## src/rtl/mwc_random_bounded_defines.svh

```systemverilog
// Assertion macros for the multiply-with-carry generator.
// Used by the top level only; expects clk and rst_n in scope.
`ifndef MWC_RANDOM_BOUNDED_DEFINES_SVH
`define MWC_RANDOM_BOUNDED_DEFINES_SVH

// Same-cycle implication, checked outside reset.
`define MWC_ASSERT_NOW(lbl, ante, cons) \
  lbl: assert property (@(posedge clk) disable iff (!rst_n) (ante) |-> (cons)) \
    else $error("mwc_random_bounded: same-cycle check failed");

// Next-cycle implication, checked outside reset.
`define MWC_ASSERT_NEXT(lbl, ante, cons) \
  lbl: assert property (@(posedge clk) disable iff (!rst_n) (ante) |=> (cons)) \
    else $error("mwc_random_bounded: next-cycle check failed");

`endif

```

## src/rtl/mwcrb_pkg.sv

```systemverilog
// Shared types, constants and helpers of the multiply-with-carry generator.
// No dependencies; used by the controller, the datapath and the top level.
package mwcrb_pkg;

  localparam int unsigned WORD_W = 32;

  localparam logic [WORD_W-1:0] MWC_MULT  = 32'd2131995753;
  localparam logic [WORD_W-1:0] WORD_ONES = 32'hffff_ffff;

  typedef enum logic [1:0] {
    FUNC_SEED    = 2'd0,
    FUNC_RAW     = 2'd1,
    FUNC_BOUNDED = 2'd2,
    FUNC_NONE    = 2'd3
  } func_t;

  typedef enum logic [1:0] {
    ST_IDLE,
    ST_EVAL,
    ST_DONE
  } state_t;

  // Commands from the controller to the datapath.
  typedef struct packed {
    logic accept;
    logic step;
    logic finish;
  } cmd_t;

  // Status from the datapath to the controller.
  typedef struct packed {
    logic  need_draw;
    func_t func;
    logic  hit;
    logic  stuck;
    logic  out_free;
  } sts_t;

  // Smallest all-ones mask that covers the top set bit of m.
  function automatic logic [WORD_W-1:0] cover_mask(input logic [WORD_W-1:0] m);
    logic [WORD_W-1:0] k;
    k = m;
    k = k | (k >> 1);
    k = k | (k >> 2);
    k = k | (k >> 4);
    k = k | (k >> 8);
    k = k | (k >> 16);
    return k;
  endfunction

endpackage

```

## src/rtl/mwcrb_ctrl.sv

```systemverilog
// Controller state machine of the multiply-with-carry generator.
// Depends on mwcrb_pkg; drives the datapath through cmd_t, reads sts_t.
module mwcrb_ctrl (
  input  logic              clk,
  input  logic              rst_n,
  input  logic              in_valid,
  output logic              in_ready,
  input  mwcrb_pkg::sts_t   sts,
  output mwcrb_pkg::cmd_t   cmd
);
  import mwcrb_pkg::*;

  state_t state_r, state_nxt;

  always_ff @(posedge clk) begin
    if (!rst_n) begin
      state_r <= ST_IDLE;
    end else begin
      state_r <= state_nxt;
    end
  end

  always_comb begin
    state_nxt = state_r;
    case (state_r)
      ST_IDLE: begin
        if (in_valid) begin
          state_nxt = sts.need_draw ? ST_EVAL : ST_DONE;
        end
      end
      ST_EVAL: begin
        if (sts.func == FUNC_RAW || sts.hit || sts.stuck) begin
          state_nxt = ST_DONE;
        end
      end
      ST_DONE: begin
        if (sts.out_free) begin
          state_nxt = ST_IDLE;
        end
      end
      default: begin
        state_nxt = ST_IDLE;
      end
    endcase
  end

  always_comb begin
    cmd      = '0;
    in_ready = 1'b0;
    case (state_r)
      ST_IDLE: begin
        in_ready   = 1'b1;
        cmd.accept = in_valid;
      end
      ST_EVAL: begin
        cmd.step = 1'b1;
      end
      ST_DONE: begin
        cmd.finish = sts.out_free;
      end
      default: begin
        cmd = '0;
      end
    endcase
  end

endmodule

```

## src/rtl/mwcrb_dp.sv

```systemverilog
// Datapath of the multiply-with-carry generator: state, seed accumulators,
// the shared multiply-add, bound compare and the output register. Uses mwcrb_pkg.
module mwcrb_dp (
  input  logic             clk,
  input  logic             rst_n,
  input  mwcrb_pkg::cmd_t  cmd,
  output mwcrb_pkg::sts_t  sts,
  input  logic [1:0]       in_func,
  input  logic [7:0]       in_seed_byte,
  input  logic             in_seed_last,
  input  logic [31:0]      in_bound,
  output logic             out_valid,
  input  logic             out_ready,
  output logic [31:0]      out_value,
  output logic             out_status
);
  import mwcrb_pkg::*;

  // Generator and seed state.
  logic [WORD_W-1:0] gen_value_r, gen_value_nxt;
  logic [WORD_W-1:0] gen_carry_r, gen_carry_nxt;
  logic [WORD_W-1:0] seed_low_r, seed_low_nxt;
  logic [WORD_W-1:0] seed_high_r, seed_high_nxt;
  logic [2:0]        seed_pos_r, seed_pos_nxt;
  logic              out_valid_r, out_valid_nxt;

  // Payload registers.
  logic [2*WORD_W-1:0] prod_r, prod_nxt;
  logic [WORD_W-1:0]   mask_r, mask_nxt;
  logic [WORD_W-1:0]   bound_r, bound_nxt;
  func_t               func_r, func_nxt;
  logic [WORD_W-1:0]   res_value_r, res_value_nxt;
  logic                res_status_r, res_status_nxt;
  logic [WORD_W-1:0]   out_value_r, out_value_nxt;
  logic                out_status_r, out_status_nxt;

  func_t             in_func_t;
  logic [WORD_W-1:0] mul_w, mul_c;
  logic [WORD_W-1:0] prod_lo, prod_hi, masked;
  logic [WORD_W-1:0] shifted, acc_low, acc_high, inst_carry;
  logic              hit, stuck, out_free;

  assign in_func_t = func_t'(in_func);
  assign prod_lo   = prod_r[WORD_W-1:0];
  assign prod_hi   = prod_r[2*WORD_W-1:WORD_W];
  assign masked    = prod_lo & mask_r;
  assign hit       = masked < bound_r;
  assign stuck     = (prod_lo == WORD_ONES) && (prod_hi == (MWC_MULT - 32'd1));
  assign out_free  = !out_valid_r || out_ready;

  // One multiply-add, fed by the installed state on accept and by the
  // previous draw while redrawing.
  assign mul_w    = cmd.accept ? gen_value_r : prod_lo;
  assign mul_c    = cmd.accept ? gen_carry_r : prod_hi;
  assign prod_nxt = (2*WORD_W)'(MWC_MULT) * (2*WORD_W)'(mul_w) + (2*WORD_W)'(mul_c);

  // Seed byte placement and accumulation.
  assign shifted  = WORD_W'(in_seed_byte) << {seed_pos_r[1:0], 3'b000};
  assign acc_low  = seed_low_r + (seed_pos_r[2] ? '0 : shifted);
  assign acc_high = seed_high_r + (seed_pos_r[2] ? shifted : '0);
  assign inst_carry =
    (((acc_low == '0) && (acc_high == '0)) ||
     ((acc_low == WORD_ONES) && (acc_high == (MWC_MULT - 32'd1)))) ?
    acc_high + 32'd1 : acc_high;

  always_comb begin
    gen_value_nxt  = gen_value_r;
    gen_carry_nxt  = gen_carry_r;
    seed_low_nxt   = seed_low_r;
    seed_high_nxt  = seed_high_r;
    seed_pos_nxt   = seed_pos_r;
    mask_nxt       = mask_r;
    bound_nxt      = bound_r;
    func_nxt       = func_r;
    res_value_nxt  = res_value_r;
    res_status_nxt = res_status_r;
    if (cmd.accept) begin
      func_nxt       = in_func_t;
      bound_nxt      = in_bound;
      mask_nxt       = cover_mask(in_bound);
      res_value_nxt  = '0;
      res_status_nxt = (in_func_t == FUNC_BOUNDED) && (in_bound == '0);
      if (in_func_t == FUNC_SEED) begin
        if (in_seed_last) begin
          gen_value_nxt = acc_low;
          gen_carry_nxt = inst_carry;
          seed_low_nxt  = '0;
          seed_high_nxt = '0;
          seed_pos_nxt  = '0;
        end else begin
          seed_low_nxt  = acc_low;
          seed_high_nxt = acc_high;
          seed_pos_nxt  = seed_pos_r + 3'd1;
        end
      end
    end
    if (cmd.step) begin
      gen_value_nxt = prod_lo;
      gen_carry_nxt = prod_hi;
      if (func_r == FUNC_RAW) begin
        res_value_nxt  = prod_lo;
        res_status_nxt = 1'b0;
      end else begin
        res_value_nxt  = hit ? masked : '0;
        res_status_nxt = !hit && stuck;
      end
    end
  end

  always_comb begin
    out_valid_nxt  = out_valid_r;
    out_value_nxt  = out_value_r;
    out_status_nxt = out_status_r;
    if (out_ready) begin
      out_valid_nxt = 1'b0;
    end
    if (cmd.finish) begin
      out_valid_nxt  = 1'b1;
      out_value_nxt  = res_value_r;
      out_status_nxt = res_status_r;
    end
  end

  always_ff @(posedge clk) begin
    if (!rst_n) begin
      gen_value_r <= '0;
      gen_carry_r <= 32'd1;
      seed_low_r  <= '0;
      seed_high_r <= '0;
      seed_pos_r  <= '0;
      out_valid_r <= 1'b0;
    end else begin
      gen_value_r <= gen_value_nxt;
      gen_carry_r <= gen_carry_nxt;
      seed_low_r  <= seed_low_nxt;
      seed_high_r <= seed_high_nxt;
      seed_pos_r  <= seed_pos_nxt;
      out_valid_r <= out_valid_nxt;
    end
  end

  always_ff @(posedge clk) begin
    prod_r       <= prod_nxt;
    mask_r       <= mask_nxt;
    bound_r      <= bound_nxt;
    func_r       <= func_nxt;
    res_value_r  <= res_value_nxt;
    res_status_r <= res_status_nxt;
    out_value_r  <= out_value_nxt;
    out_status_r <= out_status_nxt;
  end

  assign sts.need_draw = (in_func_t == FUNC_RAW) ||
                         ((in_func_t == FUNC_BOUNDED) && (in_bound != '0));
  assign sts.func      = func_r;
  assign sts.hit       = hit;
  assign sts.stuck     = stuck;
  assign sts.out_free  = out_free;

  assign out_valid  = out_valid_r;
  assign out_value  = out_value_r;
  assign out_status = out_status_r;

endmodule

```

## src/rtl/mwc_random_bounded.sv

```systemverilog
// Top level of the multiply-with-carry generator with bounded draws.
// Instantiates mwcrb_ctrl and mwcrb_dp; uses mwcrb_pkg and the assertion header.
//
// This block is a 32-bit multiply-with-carry generator (multiplier 2131995753)
// that takes one request per input beat and answers each with exactly one
// output beat. in_func selects the request: 0 absorbs in_seed_byte into the
// seed (the beat with in_seed_last installs the new state), 1 returns a raw
// 32-bit draw, 2 returns a draw below in_bound by masking and redrawing, and
// 3 is a no-op that answers zero. A zero bound, or a generator parked on its
// fixed point where no draw can succeed, answers value 0 with out_status 1.
// Requests are handled one at a time. A seed beat, a no-op or a zero bound
// goes from accept straight to the done state, which hands its result to the
// output register once that register is free; a raw draw first passes through
// the draw state; a bounded draw stays in the draw state until a draw falls
// below the bound or the generator is found stuck, and rejection keeps the
// expected number of draws below two. The single registered 32-by-32
// multiply-add produces one draw per cycle while the draw loop runs. The
// output register lets the next request be accepted while a finished result
// beat still waits for out_ready.
`include "mwc_random_bounded_defines.svh"

module mwc_random_bounded (
  input  logic        clk,
  input  logic        rst_n,
  input  logic        in_valid,
  output logic        in_ready,
  input  logic [1:0]  in_func,
  input  logic [7:0]  in_seed_byte,
  input  logic        in_seed_last,
  input  logic [31:0] in_bound,
  output logic        out_valid,
  input  logic        out_ready,
  output logic [31:0] out_value,
  output logic        out_status
);
  import mwcrb_pkg::*;

  // Command and status bundles between the controller and the datapath.
  cmd_t cmd;
  sts_t sts;

  // The controller sequences accept, the draw loop and the hand-off to the
  // output register.
  mwcrb_ctrl u_ctrl (
    .clk      (clk),
    .rst_n    (rst_n),
    .in_valid (in_valid),
    .in_ready (in_ready),
    .sts      (sts),
    .cmd      (cmd)
  );

  // The datapath holds the generator state, seed accumulators, the shared
  // multiply-add and the output register.
  mwcrb_dp u_dp (
    .clk          (clk),
    .rst_n        (rst_n),
    .cmd          (cmd),
    .sts          (sts),
    .in_func      (in_func),
    .in_seed_byte (in_seed_byte),
    .in_seed_last (in_seed_last),
    .in_bound     (in_bound),
    .out_valid    (out_valid),
    .out_ready    (out_ready),
    .out_value    (out_value),
    .out_status   (out_status)
  );

  // The block is not ready again in the cycle after a beat is accepted.
  `MWC_ASSERT_NEXT(a_busy_after_accept, in_valid && in_ready, !in_ready)
  // Every error answer carries a zero value.
  `MWC_ASSERT_NOW(a_error_zero_value, out_valid && out_status, out_value == 32'd0)
  // The draw loop never runs while the block offers to accept.
  `MWC_ASSERT_NOW(a_step_not_ready, cmd.step, !in_ready)

endmodule

```

## config.mk

```make
export PLATFORM = sky130hd
export DESIGN_NAME = mwc_random_bounded
export DESIGN_NICKNAME = d
export VERILOG_FILES = /design/src/rtl/mwcrb_pkg.sv /design/src/rtl/mwcrb_ctrl.sv /design/src/rtl/mwcrb_dp.sv /design/src/rtl/mwc_random_bounded.sv
export VERILOG_INCLUDE_DIRS = /design/src /design/src/rtl
export SDC_FILE = /design/constraint.sdc
export NUM_CORES = 2
export LEC_CHECK = 0
export ABC_AREA = 1
export BUFFER_PORTS_ARGS = -buffer_cell sky130_fd_sc_hd__buf_2
export CORE_ASPECT_RATIO = 0.75
export CORE_MARGIN = 2
export CORE_UTILIZATION = 57
export DETAILED_ROUTE_END_ITERATION = 6
export HOLD_SLACK_MARGIN = 0.03
export PLACE_DENSITY_LB_ADDON = 0.25
export SLEW_MARGIN = 20
export SYNTH_ARGS = -nofsm -noshare
export SYNTH_HDL_FRONTEND = slang
export SYNTH_HIERARCHICAL = 1
export SYNTH_SLANG_ARGS = --single-unit
```

## constraint.sdc

```tcl
create_clock -name clk -period 13.9 [get_ports clk]
set_input_delay 2.085 -clock clk [delete_from_list [all_inputs] [get_ports clk]]
set_output_delay 2.085 -clock clk [all_outputs]
set_load 0.01 [all_outputs]
```

-- After elaboration in Yosys (flattened, before gate mapping)
Index checks and enable logic that the tools add are counted.
- input bits: 47
- register bits after elaboration: 330
- $lt $le $gt $ge: 1
- shift-type cells: 1
- multiply operators: 1
- reductions and logical operators: 26
- bitwise gates (word level): 6
- muxes and demuxes: 34
- equal/unequal tests: 12
- add/sub/neg operators: 5
- operator list (kind ; number):
    $mux 32 ; 19
    $logic_not 32->1 ; 3
    $add 32x32->32 ; 2
    $add 63x32->64 ; 1
    $eq 32x31->1 const B ; 2
    $eq 32x32->1 const B ; 2
    $mul 31x32->63 const A ; 1
    $add 32x1->32 const B ; 1
    $and 32x32->32 ; 1
    $lt 32x32->1 ; 1
    $or 32x16->32 ; 1
    $or 32x24->32 ; 1
    $or 32x28->32 ; 1
    $or 32x30->32 ; 1
    $or 32x31->32 ; 1
    $reduce_bool 32->1 ; 1
    $shl 8x5->32 ; 1
    $mux 1 ; 9
    $mux 2 ; 4
    $reduce_bool 2->1 ; 4
    $eq 2x1->1 const B ; 3
    $logic_and 1x1->1 ; 6
    $pmux 2 s3 ; 1
    $reduce_and 3->1 ; 2
    other kinds (9) ; 17

-- Depth between registers and ports, before layout
- depth after elaboration: 11
- gate-level depth with buffers: 36
- depth with buffers taken out: 34

-- Hierarchy
The synthesis kept the hierarchy.
- by module, submodules not included (module ; cells an instance ; area each (µm²) ; sequential area each (µm²) ; instances):
    mwcrb_dp ; 4863 ; 38573.2 ; 7857.5 ; 1
    mwcrb_ctrl ; 28 ; 161.4 ; 40.0 ; 1

-- Worst setup path after synthesis
OpenSTA, ideal clock, no wires.
- path kind: input port to flip-flop
- start: in in_valid
- end: reg u_dp.prod_r[53]
- path buffers: 2
- arrival time: 13.367 ns
- setup time: 0.072 ns
- slack: 0.461 ns
- cell stages on the path: 32
- cells stage by stage: inv_1 > nor3_1 > clkbuf_1 > inv_1 > clkbuf_1 > or2_2 > o21ai_0 > inv_1 > ha_1 > inv_1 > fa_1 > inv_1 > fa_1 > fa_1 > fa_1 > fa_1 > fa_1 > inv_1 > fa_1 > inv_1 > ha_1 > nand2_1 > nor2_1 > inv_1 > nor3_1 > a21oi_1 > o21ai_0 > nand3_1 > nand2_1 > nand3_1 > nand2_1 > xor2_1
- RTL lines (element ; RTL line ; source):
    from (decl) ; mwc_random_bounded.sv:25 ; input logic in_valid,
    to (signal assigned) ; mwcrb_dp.sv:143 ; prod_r <= prod_nxt;
    to (decl) ; mwcrb_dp.sv:28 ; logic [2*WORD_W-1:0] prod_r, prod_nxt;

==> flow_metrics.env <==
export IMPL_status="completed"
export IMPL_grt_overflow=0
export IMPL_yosysTopAreaCellShare_pct=23.5
export IMPL_dp_cells=5796
export IMPL_critical_path_max_stage_delay_ns=0.76
export IMPL_fmax_ghz=0.0897
export IMPL_synth_cell_types=49
export IMPL_drive_gt1_share_pct=4.55
export IMPL_cts_tree="done"
export IMPL_postCtsSetupBuffers=0
export IMPL_gp_congestion=1.01
export IMPL_rows=82
export IMPL_syn_to_final_growth_pct=7.16
export IMPL_synth_area_top_cells="fa_1 23%, ha_1 16%, nand2_1 11%, inv_1 11%, dfxtp_1 10%"
export IMPL_drv_slew=0
export IMPL_cp_start_kind="primary input"
export IMPL_rsz0062_at_grt="false"
export IMPL_ioPinCount=82
export IMPL_grt_pass1_wl_um=189000
export IMPL_antenna_found_initial=3
export IMPL_syn_area_um2=38700
export IMPL_min_period_ns=11.14
export IMPL_synth_edf_count=131
export IMPL_first_pass_iters=6
export IMPL_clk_pin_slew_ns=0.06
export IMPL_cp_slowest_cell="o211ai_1"
export IMPL_synth_largest_area_cell="fa_1"
export IMPL_core_area_um2=67000
export IMPL_crit_type="in2reg"
export IMPL_grt_max_degree=143
export IMPL_dp_hpwl_um=105000
export IMPL_final_setup_viol_count=0
export IMPL_maxSlewHeadroom_pct=22.7
export IMPL_dr_first_iter_drc_count=3580
export IMPL_synth_seq_cells=329
export IMPL_cp_required_ns=14.33
export IMPL_synth_common_cells="1156 x nand2_1, 1144 x inv_1, 508 x ha_1, 454 x fa_1, 314 x nor2_1"
export IMPL_hold_class="reg2reg"
export IMPL_clock_skew_ns=0.0239
export IMPL_placed_area_um2=40200
export IMPL_wl_um=126000
export IMPL_ys_seq_area_share_pct=20.4
export IMPL_yosysMostFrequentCell="nand2_1"
export IMPL_htree_levels=2
export IMPL_ant_nets=0
export IMPL_fin_cells=5867
export IMPL_grt_usage_pct=36.0
export IMPL_cts_buffer_depth=3
export IMPL_final_area_um2=41500
export IMPL_routedWlPerCell_um=21.4
export IMPL_postCtsHoldBufs=0
export IMPL_async_reset_ff_share_pct=0
export IMPL_crit_arrival_ns=11.57
export IMPL_finalHoldViolCount=0
export IMPL_finalWorstSetupSlack_ns=2.76
export IMPL_drc_errors=0
export IMPL_reg2reg_slack_ns=3.98
export IMPL_syn_nets=5900
export IMPL_chipHeight_um=230
export IMPL_yosysWarningCount=6
export IMPL_fin_tns_setup_ns=0
export IMPL_clock_sinks=329
export IMPL_nets=5963
export IMPL_crit_path_max_fanout=25
export IMPL_max_cap_violations=0
export IMPL_cts_resized=0
export IMPL_viasPerCell=5.54
export IMPL_initial_core_util_pct=57.8
export IMPL_port_buffers=81
export IMPL_cpMostUsedCell="inv_1"
export IMPL_fin_crit_sh_pct=80.2
export IMPL_die_x_um=305
export IMPL_syn_area_per_cell_um2=7.92
export IMPL_die_area_um2=70100
export IMPL_root_buffer="clkbuf_16"
export IMPL_clk_latency_ns=0.57
export IMPL_grt_pass1_vias=31652
export IMPL_via_count=32480
export IMPL_end_kind="flip-flop"
export IMPL_syn_inst=4891
export IMPL_synth_ff_type="dfxtp_1"
export IMPL_worstMarginPinSlew_ns=1.15
export IMPL_dp_slack_ns=2.51
export IMPL_cts_buffers_inserted=38
==> layout by cell type, fill, tap and decap left out, drive strengths merged, types with 6 or more instances in the layout <==
cell	count
a21oi	204
a21o	7
o211ai	8
or2	19
dfxtp	198
nor3	35
fa	454
xnor2	28
nor4	12
buf	110
nor2	325
nand3	202
edfxtp	131
xor2	41
nand3b	10
clkbuf	47
o21ai	128
a31oi	97
nand4	36
ha	508
inv	1150
clkinv	14
o21bai	6
o21a	9
nand2	1163
o2111ai	6
==> cell type report <==
cell class                      count  area (um^2)
Multi-Input combinational cell   3325        26200
Fill cell                        6026        25500
Sequential cell                   329         7900
Inverter                         1150         4320
Tap cell                          882         1100
Clock buffer                       47         1060
Timing Repair Buffer              110          636
Clock inverter                     23          279
Antenna cell                        1         2.50
==> final timing paths <==
| check | from | endpoint | cells after the start |
|---|---|---|---|
| min | u_dp/res_value_r[2]$_SDFFCE_PN0P_ | u_dp/out_value[2]$_DFFE_PP_ | 0 |
| max reg2reg | u_ctrl/state_r[1]$_SDFFE_PN0P_ | u_dp/prod_r[62]$_DFF_P_ | 28 |
| min reg2reg | u_dp/res_value_r[2]$_SDFFCE_PN0P_ | u_dp/out_value[2]$_DFFE_PP_ | 0 |
| max | in_valid | u_dp/prod_r[62]$_DFF_P_ | 30 |
==> cell families after synthesis <==
logic type	share of synthesized area (%)
and+or+nand+nor	19.2
buffers and inverters	12.0
adders and majority gates	39.9
AOI/OAI and AO/OA	6.84
DFF	20.4
xor gates and xnor gates	1.56
muxes	0.129
==> per-layer routing <==
layer / wire (um) / GRT usage, %
met4: 3500 / 9.28
met2: 49200 / 50.1
met3: 16400 / 12.2
met5: 0 / 0
met1: 56500 / 53.3
==> state kept, by name (all words and copies together), names as in the netlist <==
register,cells
u_dp/prod_r,64
u_dp/seed_pos_r,3
u_dp/out_valid,1
u_ctrl/state_r,2
u_dp/seed_high_r,32
u_dp/func_r,2
u_dp/out_value,32
u_dp/mask_r,32
u_dp/gen_value_r,32
u_dp/gen_carry_r,32
u_dp/out_status,1
u_dp/bound_r,31
u_dp/seed_low_r,32
u_dp/res_value_r,32
u_dp/res_status_r,1
==> critical path, delay by kind of cell <==
kind	cells	cell delay, ns
adders and majority gates	9	4.28
and+or+nand+nor	6	1.66
xor gates and xnor gates	1	0.20
buffers and inverters	11	1.98
AOI/OAI and AO/OA	3	1.34
==> metrics by stage <==
stage / util, % / hold slack [ns]
floorplan: - / 0.400
global placement: 60.0 / 0.400
detailed placement: 60.0 / 0.405
CTS: 62.0 / 0.410
global route: 62.0 / 0.417
finish: 62.0 / 0.418
Power is not shown: default switching activity piles up to over one toggle a cycle in this logic, so the estimate is an artifact.
